==> src/rtl/core/bgc_pkg.sv <==
package bgc_pkg;

  localparam int NUM_TRACKS = 16;
  localparam int NUM_GROUPS = 8;
  localparam int NUM_UNITS  = NUM_TRACKS + NUM_GROUPS;

  localparam int BUTTON_W   = 5;
  localparam int TIME_W     = 32;
  localparam int DEBOUNCE_W = 20;
  localparam int WINDOW_W   = 24;
  localparam int UNIT_W     = 4;
  localparam int CFG_IDX_W  = 2;
  localparam int CFG_DATA_W = 24;

  // two bits above the button field so unit counts up to 127 compare cleanly
  localparam int CMP_W = BUTTON_W + 2;

  localparam logic [DEBOUNCE_W-1:0] DEBOUNCE_RST    = DEBOUNCE_W'(20000);
  localparam logic [WINDOW_W-1:0]   DOUBLE_PRESS_RST = WINDOW_W'(1000000);
  localparam logic [WINDOW_W-1:0]   LONG_HOLD_RST    = WINDOW_W'(1000000);

  typedef enum logic [1:0] {
    GEST_PRESS  = 2'd0,
    GEST_DOUBLE = 2'd1,
    GEST_SHORT  = 2'd2,
    GEST_LONG   = 2'd3
  } gesture_t;

  typedef enum logic [CFG_IDX_W-1:0] {
    CFG_DEBOUNCE     = 2'd0,
    CFG_DOUBLE_PRESS = 2'd1,
    CFG_LONG_HOLD    = 2'd2,
    CFG_UNUSED       = 2'd3
  } cfg_idx_t;

  typedef struct packed {
    logic [BUTTON_W-1:0] button;
    logic                level;
    logic [TIME_W-1:0]   time_us;
  } item_t;

  typedef struct packed {
    logic [DEBOUNCE_W-1:0] debounce_us;
    logic [WINDOW_W-1:0]   double_press_us;
    logic [WINDOW_W-1:0]   long_hold_us;
  } cfg_t;

  typedef struct packed {
    gesture_t          gesture;
    logic              for_track;
    logic [UNIT_W-1:0] unit_index;
  } result_t;

endpackage

==> src/rtl/core/bgc_cfg_regs.sv <==
module bgc_cfg_regs (
  input  logic                          clk,
  input  logic                          rst_n,
  input  logic                          cfg_valid,
  output logic                          cfg_ready,
  input  logic [bgc_pkg::CFG_IDX_W-1:0] cfg_index,
  input  logic [bgc_pkg::CFG_DATA_W-1:0] cfg_wdata,
  output bgc_pkg::cfg_t                 cfg
);
  import bgc_pkg::*;

  cfg_t cfg_r;
  cfg_t cfg_nxt;

  assign cfg_ready = 1'b1;
  assign cfg       = cfg_r;

  always_comb begin
    cfg_nxt = cfg_r;
    if (cfg_valid) begin
      unique case (cfg_idx_t'(cfg_index))
        CFG_DEBOUNCE:     cfg_nxt.debounce_us     = cfg_wdata[DEBOUNCE_W-1:0];
        CFG_DOUBLE_PRESS: cfg_nxt.double_press_us = cfg_wdata[WINDOW_W-1:0];
        CFG_LONG_HOLD:    cfg_nxt.long_hold_us    = cfg_wdata[WINDOW_W-1:0];
        default:          cfg_nxt = cfg_r;
      endcase
    end
  end

  always_ff @(posedge clk) begin
    if (!rst_n) begin
      cfg_r.debounce_us     <= DEBOUNCE_RST;
      cfg_r.double_press_us <= DOUBLE_PRESS_RST;
      cfg_r.long_hold_us    <= LONG_HOLD_RST;
    end else begin
      cfg_r <= cfg_nxt;
    end
  end

endmodule

==> src/rtl/core/bgc_classify.sv <==
module bgc_classify (
  input  logic             clk,
  input  logic             rst_n,
  input  logic             fire,
  input  bgc_pkg::item_t   item,
  input  bgc_pkg::cfg_t    cfg,
  output logic             res_vld,
  output bgc_pkg::result_t res
);
  import bgc_pkg::*;

  logic              last_level_r, last_level_nxt;
  logic              level_known_r, level_known_nxt;
  logic [TIME_W-1:0] last_edge_time_r, last_edge_time_nxt;
  logic              edge_seen_r, edge_seen_nxt;
  logic [TIME_W-1:0] last_press_time_r, last_press_time_nxt;
  logic              press_seen_r, press_seen_nxt;

  logic              known_btn;
  logic              repeat_lvl;
  logic              bounced;
  logic [TIME_W-1:0] edge_elapsed;
  logic [TIME_W-1:0] press_elapsed;
  logic              is_track;

  assign known_btn     = CMP_W'(item.button) < CMP_W'(NUM_UNITS);
  assign is_track      = CMP_W'(item.button) < CMP_W'(NUM_TRACKS);
  assign repeat_lvl    = level_known_r && (item.level == last_level_r);
  assign edge_elapsed  = item.time_us - last_edge_time_r;
  assign press_elapsed = item.time_us - last_press_time_r;
  // full elapsed time against the threshold, wrap-safe
  assign bounced       = edge_seen_r && (edge_elapsed < TIME_W'(cfg.debounce_us));

  always_comb begin
    last_level_nxt      = last_level_r;
    level_known_nxt     = level_known_r;
    last_edge_time_nxt  = last_edge_time_r;
    edge_seen_nxt       = edge_seen_r;
    last_press_time_nxt = last_press_time_r;
    press_seen_nxt      = press_seen_r;
    res_vld             = 1'b0;
    res.gesture         = GEST_PRESS;
    res.for_track       = is_track;
    res.unit_index      = is_track ? item.button[UNIT_W-1:0]
                                   : UNIT_W'(CMP_W'(item.button) - CMP_W'(NUM_TRACKS));

    if (item.level == 1'b0) begin
      if (press_seen_r && (press_elapsed < TIME_W'(cfg.double_press_us))) begin
        res.gesture = GEST_DOUBLE;
      end
    end else if (!press_seen_r || (press_elapsed > TIME_W'(cfg.long_hold_us))) begin
      res.gesture = GEST_LONG;
    end else begin
      res.gesture = GEST_SHORT;
    end

    if (fire && known_btn && !repeat_lvl) begin
      // a bounced edge still moves the edge time
      last_edge_time_nxt = item.time_us;
      edge_seen_nxt      = 1'b1;
      if (!bounced) begin
        res_vld         = 1'b1;
        last_level_nxt  = item.level;
        level_known_nxt = 1'b1;
        if (item.level == 1'b0) begin
          last_press_time_nxt = item.time_us;
          press_seen_nxt      = 1'b1;
        end
      end
    end
  end

  always_ff @(posedge clk) begin
    if (!rst_n) begin
      last_level_r      <= 1'b0;
      level_known_r     <= 1'b0;
      last_edge_time_r  <= '0;
      edge_seen_r       <= 1'b0;
      last_press_time_r <= '0;
      press_seen_r      <= 1'b0;
    end else begin
      last_level_r      <= last_level_nxt;
      level_known_r     <= level_known_nxt;
      last_edge_time_r  <= last_edge_time_nxt;
      edge_seen_r       <= edge_seen_nxt;
      last_press_time_r <= last_press_time_nxt;
      press_seen_r      <= press_seen_nxt;
    end
  end

endmodule

==> src/rtl/core/button_gesture_classifier.sv <==
// Classifies timestamped level changes from the track and group buttons into
// press, double press, short pulse and long pulse events; all buttons share one
// remembered level, one debounce timer and one press timer, and edges that
// repeat the level, bounce, or name an unknown button produce no event.
// Throughput is one edge per clock while out_stall does not hold the result;
// an event passes through the input register, which holds the edge while the
// classify logic settles, and then the result register, which presents it.
// Thresholds are written through the cfg port
// (index 0 debounce, 1 double-press window, 2 hold threshold, microseconds)
// by the user only while no edge is in flight; the block does not enforce this.
module button_gesture_classifier (
  input  logic                           clk,
  input  logic                           rst_n,

  input  logic                           in_valid,
  output logic                           in_stall,
  input  logic [bgc_pkg::BUTTON_W-1:0]   in_button,
  input  logic                           in_level,
  input  logic [bgc_pkg::TIME_W-1:0]     in_time_us,

  output logic                           out_valid,
  input  logic                           out_stall,
  output logic [1:0]                     out_gesture,
  output logic                           out_for_track,
  output logic [bgc_pkg::UNIT_W-1:0]     out_unit_index,

  input  logic                           cfg_valid,
  output logic                           cfg_ready,
  input  logic [bgc_pkg::CFG_IDX_W-1:0]  cfg_index,
  input  logic [bgc_pkg::CFG_DATA_W-1:0] cfg_wdata
);
  import bgc_pkg::*;

  cfg_t    cfg;
  item_t   s1_item_r;
  logic    s1_vld_r, s1_vld_nxt;
  logic    out_vld_r, out_vld_nxt;
  result_t out_res_r;
  logic    advance;
  logic    in_xfer;
  logic    res_vld;
  result_t res;

  bgc_cfg_regs u_cfg (
    .clk       (clk),
    .rst_n     (rst_n),
    .cfg_valid (cfg_valid),
    .cfg_ready (cfg_ready),
    .cfg_index (cfg_index),
    .cfg_wdata (cfg_wdata),
    .cfg       (cfg)
  );

  bgc_classify u_classify (
    .clk     (clk),
    .rst_n   (rst_n),
    .fire    (advance),
    .item    (s1_item_r),
    .cfg     (cfg),
    .res_vld (res_vld),
    .res     (res)
  );

  // stage 1 moves on whenever the result slot is free or drains this cycle
  assign advance  = s1_vld_r && (!out_vld_r || !out_stall);
  assign in_stall = s1_vld_r && !advance;
  assign in_xfer  = in_valid && !in_stall;

  assign out_valid      = out_vld_r;
  assign out_gesture    = out_res_r.gesture;
  assign out_for_track  = out_res_r.for_track;
  assign out_unit_index = out_res_r.unit_index;

  always_comb begin
    s1_vld_nxt = s1_vld_r;
    if (in_xfer) begin
      s1_vld_nxt = 1'b1;
    end else if (advance) begin
      s1_vld_nxt = 1'b0;
    end

    out_vld_nxt = out_vld_r;
    if (advance) begin
      out_vld_nxt = res_vld;
    end else if (out_vld_r && !out_stall) begin
      out_vld_nxt = 1'b0;
    end
  end

  always_ff @(posedge clk) begin
    if (!rst_n) begin
      s1_vld_r  <= 1'b0;
      out_vld_r <= 1'b0;
    end else begin
      s1_vld_r  <= s1_vld_nxt;
      out_vld_r <= out_vld_nxt;
    end
  end

  always_ff @(posedge clk) begin
    if (in_xfer) begin
      s1_item_r.button  <= in_button;
      s1_item_r.level   <= in_level;
      s1_item_r.time_us <= in_time_us;
    end
    if (advance && res_vld) begin
      out_res_r <= res;
    end
  end

endmodule
==> config.mk <==
export PLATFORM = sky130hd
export DESIGN_NAME = button_gesture_classifier
export DESIGN_NICKNAME = d
export VERILOG_FILES = /design/src/rtl/core/bgc_pkg.sv /design/src/rtl/core/bgc_cfg_regs.sv /design/src/rtl/core/bgc_classify.sv /design/src/rtl/core/button_gesture_classifier.sv
export SDC_FILE = /design/constraint.sdc
export NUM_CORES = 1
export LEC_CHECK = 0
export BUFFER_PORTS_ARGS = -buffer_cell sky130_fd_sc_hd__buf_4
export CAP_MARGIN = 10
export CORE_MARGIN = 10
export CORE_UTILIZATION = 60
export CTS_BUF_LIST = sky130_fd_sc_hd__clkbuf_8
export DETAILED_ROUTE_END_ITERATION = 7
export PLACE_DENSITY = 0.79
export SETUP_SLACK_MARGIN = 0.4
export SYNTH_ARGS = -nofsm -noshare
export SYNTH_HDL_FRONTEND = slang
export SYNTH_HIERARCHICAL = 1
export SYNTH_SLANG_ARGS = --single-unit
==> constraint.sdc <==
create_clock -name clk -period 11.55 [get_ports clk]
set_clock_uncertainty 0.05 [all_clocks]
set_input_delay 2.31 -clock clk [delete_from_list [all_inputs] [get_ports clk]]
set_output_delay 2.31 -clock clk [all_outputs]
set_load 0.005 [all_outputs]
==> results.md, run 1 <==
- Synth Instances: between 1000 and 1500
- Die width: 162 microns
- Leakage: 5.45 nW
- Setup_tns: 0 ps
- Number of synthesis warnings: 6
- Worst-path clk slew: ~100 ps
- Synth Net Count: 1592
- Critical path's slowest cell: edfxtp_1
- Final setup vio count: 0
- Main synth FF type: dfxtp_1
- Pre-antenna DRT Iters: 5
- CTS resizes: 0
- Top cells by area, synth: dfxtp_1, ha_1, edfxtp_1
- Initial Utilization: 61.4%
- Root Buffer: clkbuf_8
- Minimum clock period: ~5200 ps
- Final period util: 45.2%
- I/O Pins: 79
- Startpoint Class: flop
- Min-delay worst type: reg -> reg
- Maximum clock rate: 192 MHz
- Final hold vios: 0
- R2R Setup Slk: 6330 ps
- Share of cells above drive strength 1: 9.26%
- Sequential cell area: 4110 sq um
- Post-Synth Adder-Cell Area: a little over an eighth
- Top cell type's share of synthesized area: 23.0%
- Drt initial violations: 626
- Synth area leader: dfxtp_1
- Total gr overflow: 0
- Cell Area, Synth: approximately 12000 sq um
- Xor and xnor area share after synthesis: 3.71%
- CP bufs+invs: 3
- Netlist cell types: 68
- Detailed placement HPWL: 20.7 mm
- Worst skew pair latency: 470 ps
- PwrDens: roughly 110 nW/um^2
- Post-synthesis simple-gate area fraction: 16.4%
- Largest family of logic cells by synthesized area: simple AND/OR/NAND/NOR gates
- Drt drc: 0
- Max_cap viols: 0
- Hold_buf cts: 0
- Yosys reg bits: about 180
- Worst-path maximum fanout: 32
- WP data required: around 12000 ps
- Post-route ant nets: 0
- TritonCTS Sinks: 183
- Critical path capture point type: flop
- Total CTS buffers: 17
- PortBufs: 77
- Die ar.: between 20000 and 30000 sq um
- Area grow syn2layout: 8.18%
- ANT cells: 0
- Finished Layout Cells: 1712
- Max-slew violation count: 0
- Crit path DAT: 5540 ps
- Crit path max-delay family: compound AO/OA/AOI/OAI gates
- Final instance area: 13000 sq um
- Fillers: 1661
- Largest stage delay, worst path: ~430 ps
- Area taken by multi-input logic gates: 7050 sq um
- Final net count: 1633
- Height of the die: 162 microns
- Core Area: 19600 sq um
- Synth Area in Compound Gates: 16.3%
- WL/cell: 15.8 microns
- Max Root-Sink Buffers: 2
- Vias in the first global route: between 9000 and 10000
- Final WL: 27.1 mm
- First-pass GRT wire length: 44.4 mm
- CTS H-tree lvls: 4
- CTS tree: built
- Max_slew headroom: 28.7%
- Peak VDD IR: roughly 0.000084 V
- Placed cells: 1680
- Asr flop ratio synth: 0%
- GRT Resource Usage Total: 20.4%
- Vias/cell: 5.62
- Status: complete, no violations
- Largest net degree at the start of global routing: 103
- DP Area: between 10000 and 15000 sq um
- RSZ-0062 raised after global routing: false
- Antenna violations before repair: 0
- Setup bufs post-CTS: 0
- Syn avg cell area: ~8.6 sq um
- Worst-margin pin slew: approximately 1100 ps
- Post-synth EDFFs: 45
- Multiplexer share of the synthesized area: 8.50%
- Sequential fraction of the synthesis area: around a third
- GP Congestion: 0.922
- Num rows: 51
- CP cell instances: inv_1 > ha_1 > inv_1 > fa_1 > a21oi_1 > o22ai_1 > o41a_1 > a31oi_1 > xnor2_1 > ha_1 > a21o_1 > nand2_1 > nand4b_1 > a2111oi_2 > o2111ai_1 > nor4bb_1 > o2111ai_1 > nor4_4 > nor3_4 > buf_4 > o21a_1
- Critical path class: reg -> reg
- Vias: 9615
==> worst paths after layout <==
kind / start / end / depth (start not counted)
max: s1_item_r[0] / u_classify/press_seen_r / 21
min reg2reg: s1_item_r[33] / out_unit_index[0] / 0
max reg2reg: s1_item_r[0] / u_classify/press_seen_r / 21
min: s1_item_r[33] / out_unit_index[0] / 0
==> layout make-up <==
cell class                      count  share of cell area [%]
Multi-Input combinational cell   1005                    54.2
Tap cell                          265                    2.55
Timing Repair Buffer               83                    4.79
Sequential cell                   183                    31.6
Clock buffer                       17                    1.80
Clock inverter                     15                   0.942
Inverter                          144                    4.15
==> synthesized netlist by cell type (3+ instances only) <==
cell type  count
or3_1          5
and3_1        11
xor2_1        20
nand2_1      256
o21ai_1        3
buf_2          9
a21oi_1       79
nor2b_1       31
buf_6          7
nor3_1         6
a21boi_0      36
dfxtp_1      138
o21bai_1       6
o2111ai_1      4
a211oi_1       7
or2_2          3
a21oi_2        3
clkbuf_1      34
o22ai_1        3
ha_1         128
xnor2_1       31
o31ai_1        3
nand2b_1       7
a31oi_1        7
o211ai_1      14
edfxtp_1      45
a41oi_1        6
o21a_1        21
nand4_1       23
a21o_1        45
o21ai_0       40
nand3_1       13
nor2_1        46
nand3b_1       4
buf_4         11
mux2i_1      101
nand4bb_1      3
inv_1        144
nor4_1         5
==> kinds of logic (layout without fill, tap and decap cells) <==
kind of cell	Yosys count	count (layout)
AND/OR/NAND/NOR	427	427
AO/OA/AOI/OAI	294	294
buffers and inverters	205	259
flip-flops	183	183
adder cells (fa/ha/maj)	130	130
multiplexers	102	102
XOR/XNOR	51	51
other	1	1
==> per-stage QoR <==
stage	hold slack (ps)	total power, mW	worst slack [ps]	utilization (%)
2_1_floorplan	383	0.999	6700	-
3_3_place_gp	353	1.09	6440	64.6
3_5_place_dp	357	1.10	6440	64.6
4_1_cts	383	1.51	6380	66.4
5_1_grt	409	1.58	5980	66.4
6_report	381	1.50	6330	66.4
==> cells in the final DEF, fill, tap and decap left out, types with 5 or more instances in the layout <==
cell        n
a211oi_1    7
a21boi_0   36
a21o_1     45
a21oi_1    79
a31oi_1     7
a41oi_1     6
and3_1     11
buf_4      83
clkbuf_8   17
dfxtp_1   138
edfxtp_1   45
ha_1      128
inv_1     144
mux2i_1   101
nand2_1   256
nand2b_1    7
nand3_1    13
nand4_1    23
nor2_1     46
nor2b_1    30
nor3_1      6
nor4_1      5
o211ai_1   14
o21a_1     21
o21ai_0    40
o21bai_1    6
or3_1       5
xnor2_1    31
xor2_1     20
==> state kept, by name (all words and copies together), names as in the netlist, 2 cells and up <==
| name | count |
|---|---|
| out_gesture | 2 |
| out_unit_index | 4 |
| s1_item_r | 38 |
| u_cfg/cfg | 68 |
| u_classify/last_edge_time_r | 32 |
| u_classify/last_press_time_r | 32 |
==> layer usage <==
layer | vias up | track usage (%) | wire length, microns
li1 | 4874 | - | -
met1 | 4485 | 28.9 | 13500
met2 | 231 | 31.6 | 11800
met3 | 25 | 3.41 | 1440
met4 | 0 | 5.13 | 320
met5 | - | 0 | 0
==> report_power, final <==
group | internal, mW | switching (mW)
logic | 0.166 | 0.220
clock network | 0.155 | 0.252
registers | 0.683 | 0.0202
total | 1.00 | 0.493
Note: power is estimated with default switching activity, not from simulation.
==> run 2: changes to the inputs <==
CORE_UTILIZATION = 57   (was 60)
clock period = 4.5 ns   (was 11.55 ns; I/O delays follow)
==> run 2 against run 1 <==
Compared with the run above:
- the flow now finishes with violations (negative setup slack)
- global-route usage fell by 0.22 points
- sequential share of layout area fell by 1.5 points
- die area rose by 4.6%
- non-clock buffer count rose by 49
- register-to-register slack got worse by 6500 ps
- combinational power rose to 2.8 times the previous value
- utilization fell by 1.0 points
- clock power rose to 2.8 times the previous value
- critical endpoint is now u_classify/last_press_time_r[5]
- largest cell class unchanged
- largest power group unchanged
- highest routed layer unchanged
==> results.md, run 2 (same netlist as run 1, synthesis figures left out) <==
- Max_cap viols: 0
- Die width: around 170 microns
- Most frequent cells in the layout: nand2_1, inv_1, dfxtp_1
- Total chip power: 4.01 mW
- Total gr overflow: 0
- Peak VDD IR: 0.000180 V
- Die ar.: roughly 27000 sq um
- Worst skew pair latency: 490 ps
- Final period util: 104%
- Vias: 9881
- Final worst setup slack: -170 ps
- Vias in the first global route: 9449
- Setup_tns: -5610 ps
- Total CTS buffers: 17
- GP Congestion: 0.894
- Critical path class: reg -> reg
- PortBufs: 77
- Leakage: 5.77 nW
- Hold_buf cts: 0
- Max reg flops: 68
- Worst-path clk slew: 100 ps
- Minimum clock period: roughly 4700 ps
- Failing checks: negative setup slack
- Initial Utilization: 57.6%
- Min-delay worst type: reg -> reg
- Final hold vios: 0
- First-pass GRT wire length: 45.4 mm
- Max Root-Sink Buffers: 2
- Final setup vio count: 42
- NetSw: approximately 1.3 mW
- WP data required: 4830 ps
- Final WL: 27.9 mm
- Clock Power Share: between 20% and 30%
- Hold slack: 375 ps
- DP Area: 13000 sq um
- Drt initial violations: 849
- Switch share: 31.4%
- CTS H-tree lvls: 4
- Num rows: between 50 and 60
- Max_slew headroom: 26.4%
- Vias/cell: between 5 and 6
- WL/cell: 15.8 microns
- Worst-path maximum fanout: 8
- Final instance area: 13700 sq um
- RSZ-0062 raised after global routing: true
- PwrDens: 293 nW/um^2
- Share of cells above drive strength 1: ~14%
- Detailed placement HPWL: 21.0 mm
- CTS tree: built
- Drt drc: 0
- Largest net degree at the start of global routing: 113
- Reg power frac: between 40% and 50%
- Root Buffer: clkbuf_8
- ANT cells: 0
- Worst-margin pin slew: 1100 ps
- TritonCTS Sinks: 183
- Combinational Power Share: 27.0%
- Post-route ant nets: 0
- Maximum clock rate: 214 MHz
- Status: complete, but fails checks
- Area grow syn2layout: 13.6%
- Crit path DAT: around 5000 ps
- Fillers: between 1500 and 2000
- Final net count: 1683
- Core Area: around 21000 sq um
- Startpoint Class: flop
- GRT Resource Usage Total: around 20%
- Commonest non-fill, non-tap cell in the layout: nand2_1
- Height of the die: 165 microns
- Pre-antenna DRT Iters: 8
- I/O Pins: a little under 80
- Pre-CTS WS: -152 ps
- Internal: 2.75 mW
- Critical path capture point type: flop
- Max-slew violation count: 0
- Antenna violations before repair: 0
run 2: changes by cell type in the layout (fill, tap and decap cells not counted), moves of 5 or more:
cell / previous run / this run
a21oi_1: 79 / 71
a21oi_2: 3 / 9
buf_4: 83 / 127
ha_1: 128 / 123
xnor2_1: 31 / 26
xnor2_2: 0 / 5
run 2: power groups by stage:
stage	registers (mW)	clock network, mW	logic, mW
2_1_floorplan	1.82	0	0.742
3_3_place_gp	1.83	0	0.981
3_5_place_dp	1.84	0	1.01
4_1_cts	1.80	1.15	1.04
5_1_grt	1.81	1.22	1.21
6_report	1.80	1.13	1.08
run 2: cell type report:
type / count / area, sq um / area share [%]
Multi-Input combinational cell: 1006 / 7240 / 53.0
Sequential cell: 183 / 4110 / 30.1
Timing Repair Buffer: 132 / 1040 / 7.61
Inverter: 144 / 541 / 3.95
Tap cell: 275 / 344 / 2.52
Clock buffer: 18 / 248 / 1.81
Clock inverter: 14 / 144 / 1.05
run 2: layer usage:
metal | part of all wire, % | vias up | wire, microns | track usage [%]
li1 | - | 4981 | - | -
met1 | 47 | 4633 | 13100 | 27.7
met2 | 46 | 237 | 12800 | 32.3
met3 | 5.6 | 30 | 1570 | 3.27
met4 | 1.4 | 0 | 396 | 5.79
met5 | 0 | - | 0 | 0
run 2: final timing paths:
check,startpoint,endpoint,slack [ps],cells after the start
setup reg to reg,s1_item_r[1],u_classify/last_press_time_r[5],-170,20
setup / recovery,s1_item_r[1],u_classify/last_press_time_r[5],-170,20
hold reg to reg,s1_item_r[35],out_unit_index[2],380,0
hold / removal,s1_item_r[35],out_unit_index[2],380,0
run 2: what timing repair did:
item | in CTS | in global routing
endpoints found under the setup margin | 44 | 44
pin swaps | 31 | 17
setup buffers | 12 | 1
hold endpoints to repair | 0 | 0
gates resized for setup | 25 | 14
cloned | 1 | 1
run 2: metrics by stage:
step | util [%] | std cells
floorplan | - | 1393
global placement | 62.2 | 1725
detailed placement | 62.2 | 1725
CTS | 65.0 | 1770
global route | 65.4 | 1772
finish | 65.4 | 1772
run 2: worst max-delay path: stages, from the launching register on:
cell and delay, ps:
edfxtp_1 460, buf_4 180, fa_2 400, a21oi_4 150, o22ai_2 100, o41a_1 430, a31oi_1 220, xnor2_1 140
ha_1 260, a21o_1 160, nand2_1 60, nand4b_1 100, a2111oi_2 230, o2111ai_1 180, nor4bb_2 370, o2111ai_2 240
nor4_4 210, buf_4 180, nor3_4 80, clkbuf_16 200, mux2i_1 120
==> run 3: changes to the inputs <==
CELL_PAD_IN_SITES_DETAIL_PLACEMENT = 1   (was default)
CELL_PAD_IN_SITES_GLOBAL_PLACEMENT = 1   (was default)
CORE_MARGIN = default   (was 10)
CORE_UTILIZATION = 44   (was 57)
MAX_ROUTING_LAYER = met4   (was default)
PLACE_DENSITY = default   (was 0.79)
PLACE_DENSITY_LB_ADDON = 0.1   (was default)
==> run 3 against run 2 <==
Compared with the run above:
- the run still ends with negative setup slack left
- non-clock buffer count grew 4
- cell area grew 0.94%
- worst setup slack gained 150 ps
- die area grew 2.5%
- register-to-register slack gained 150 ps
- largest cell class unchanged
- highest routed layer unchanged
==> results.md, run 3 (same netlist as run 1, synthesis figures left out) <==
- Final instance area: approximately 14000 sq um
- ANT cells: 0
- Max Root-Sink Buffers: 2
- PwrDens: just under 300 nW/um^2
- Final hold vios: 0
- Max_cap viols: 0
- Hold Crit Depth: 0
- Critical path class: reg -> reg
- Max reg flops: ~70
- Area grow syn2layout: 14.7%
- Total CTS buffers: 17
- Root Buffer: clkbuf_8
- Worst skew pair latency: ~480 ps
- Reg2Reg Depth: 22
- Vias in the first global route: 9958
- Share of cells above drive strength 1: 15.4%
- Worst-path maximum fanout: 18
- Max_slew headroom: 27.5%
- GP Congestion: 0.878
- Final WL: 32.0 mm
- Detailed placement HPWL: ~24 mm
- Critical path capture point type: flop
- RSZ-0062 raised after global routing: true
- DP Area: around 13000 sq um
- Vias/cell: 5.34
- First-pass GRT wire length: 51.5 mm
- R2R Setup Slk: -20 ps
- Most frequent cells in the layout: nand2_1, inv_1, dfxtp_1
- Final setup vio count: 8
- Leakage: between 5 and 6 nW
- Failing checks: negative setup slack
- Final period util: 101%
- Die ar.: between 20000 and 30000 sq um
- Drt initial violations: 388
- Final worst setup slack: -23.0 ps
- Vias: 9830
- Min-delay src: s1_item_r[35]
- CTS tree: built
- WP data required: 4840 ps
- CTS H-tree lvls: 4
- Commonest non-fill, non-tap cell in the layout: nand2_1
- Num rows: 60
- Reg2Reg Capture Point: u_classify/last_press_time_r[7]
- Post-route ant nets: 0
- TritonCTS Sinks: around 180
- Maximum clock rate: between 200 and 250 MHz
- Hold slack: approximately 390 ps
- Worst-path clk slew: 120 ps
- Sink of the worst hold path: out_unit_index[2]
- Antenna violations before repair: 0
- Worst-margin pin slew: 1090 ps
- Startpoint Class: flop
- Initial Utilization: 44.8%
- Die width: around 170 microns
- Final net count: 1686
- Pre-antenna DRT Iters: 4
- Max-slew violation count: 0
- Crit path DAT: 4860 ps
- Status: complete, but fails checks
- Height of the die: 167 microns
- Area taken by multi-input logic gates: 7260 sq um
- Total gr overflow: 0
- Sequential cell area: 4110 sq um
- Peak VDD IR: around 0.00014 V
- Pre-CTS WS: -132 ps
- PortBufs: between 70 and 80
- Min-delay worst type: reg -> reg
- Fillers: 3173
- WL/cell: between 15 and 20 microns
- I/O Pins: 79
- Core Area: 26900 sq um
- Drt drc: 0
- Worst R2R Start: s1_item_r[0]
- Minimum clock period: 4520 ps
- Largest net degree at the start of global routing: 88
- GRT Resource Usage Total: 23.7%
==> run 3: worst max path at each step <==
stage	from	endpoint	depth (start not counted)
final	s1_item_r[0]	u_classify/last_press_time_r[7]	22
after global routing	s1_item_r[0]	u_classify/last_press_time_r[13]	22
after CTS	s1_item_r[0]	u_classify/last_press_time_r[10]	22
after detailed placement	s1_item_r[0]	u_classify/press_seen_r	22
after global placement	s1_item_r[7]	u_classify/press_seen_r	19
after floorplan	s1_item_r[0]	u_classify/press_seen_r	21
==> run 3: critical path, stage by stage, from the launching register on <==
cell and delay (ps):
edfxtp_1 420, inv_2 100, ha_4 140, inv_2 40
fa_2 390, a21oi_4 170, o22ai_2 90, o41a_1 400
a31oi_2 180, xnor2_1 100, ha_1 310, a21o_1 160
nand2_1 60, nand4b_1 110, a2111oi_2 230, o2111ai_1 170
nor4bb_1 360, o2111ai_2 210, nor4_4 150, buf_4 170
nor3_4 60, buf_12 180, mux2i_1 170
==> run 3: where the power goes <==
group,switching (mW),internal (mW),leakage [nW]
sequential,0.0533,1.75,1.56
clock,0.703,0.416,0.197
combinational,0.622,0.500,4.03
total,1.38,2.67,5.78
==> run 3: metrics by stage <==
step | cells | setup TNS (ps) | power, mW | utilization [%]
detailed placement | 1792 | -4230 | 2.90 | 48.7
floorplan | 1393 | 0 | 2.57 | -
global placement | 1792 | -2040 | 2.87 | 48.7
CTS | 1831 | -11.2 | 4.05 | 50.7
finish | 1841 | -83.9 | 4.05 | 51.3
global route | 1841 | -11750 | 4.28 | 51.3
==> run 3: layout make-up <==
type | instances | share of cell area [%]
well taps | 341 | 3.09
flip-flops and latches | 183 | 29.8
multi-input cells | 1005 | 52.6
repair buffers | 136 | 7.73
clock inverters | 15 | 1.12
inverters | 144 | 3.92
clock buffers | 17 | 1.70
==> run 3: per-layer routing <==
| layer | part of all wire (%) | up-vias | track usage [%] | wire length, microns |
|---|---|---|---|---|
| li1 | - | 4969 | - | - |
| met1 | 53 | 4729 | 33.3 | 16800 |
| met2 | 44 | 109 | 36.0 | 14100 |
| met3 | 2.0 | 23 | 2.88 | 640 |
| met4 | 1.2 | 0 | 5.46 | 393 |
| met5 | 0 | - | - | 0 |
==> run 3: what timing repair did <==
item	in CTS	in global routing
gates resized for setup	20	29
gates cloned	0	0
hold endpoints to repair	0	0
pin swaps	12	16
setup endpoints to repair	44	44
buffers inserted	7	10
hold buffers	0	0
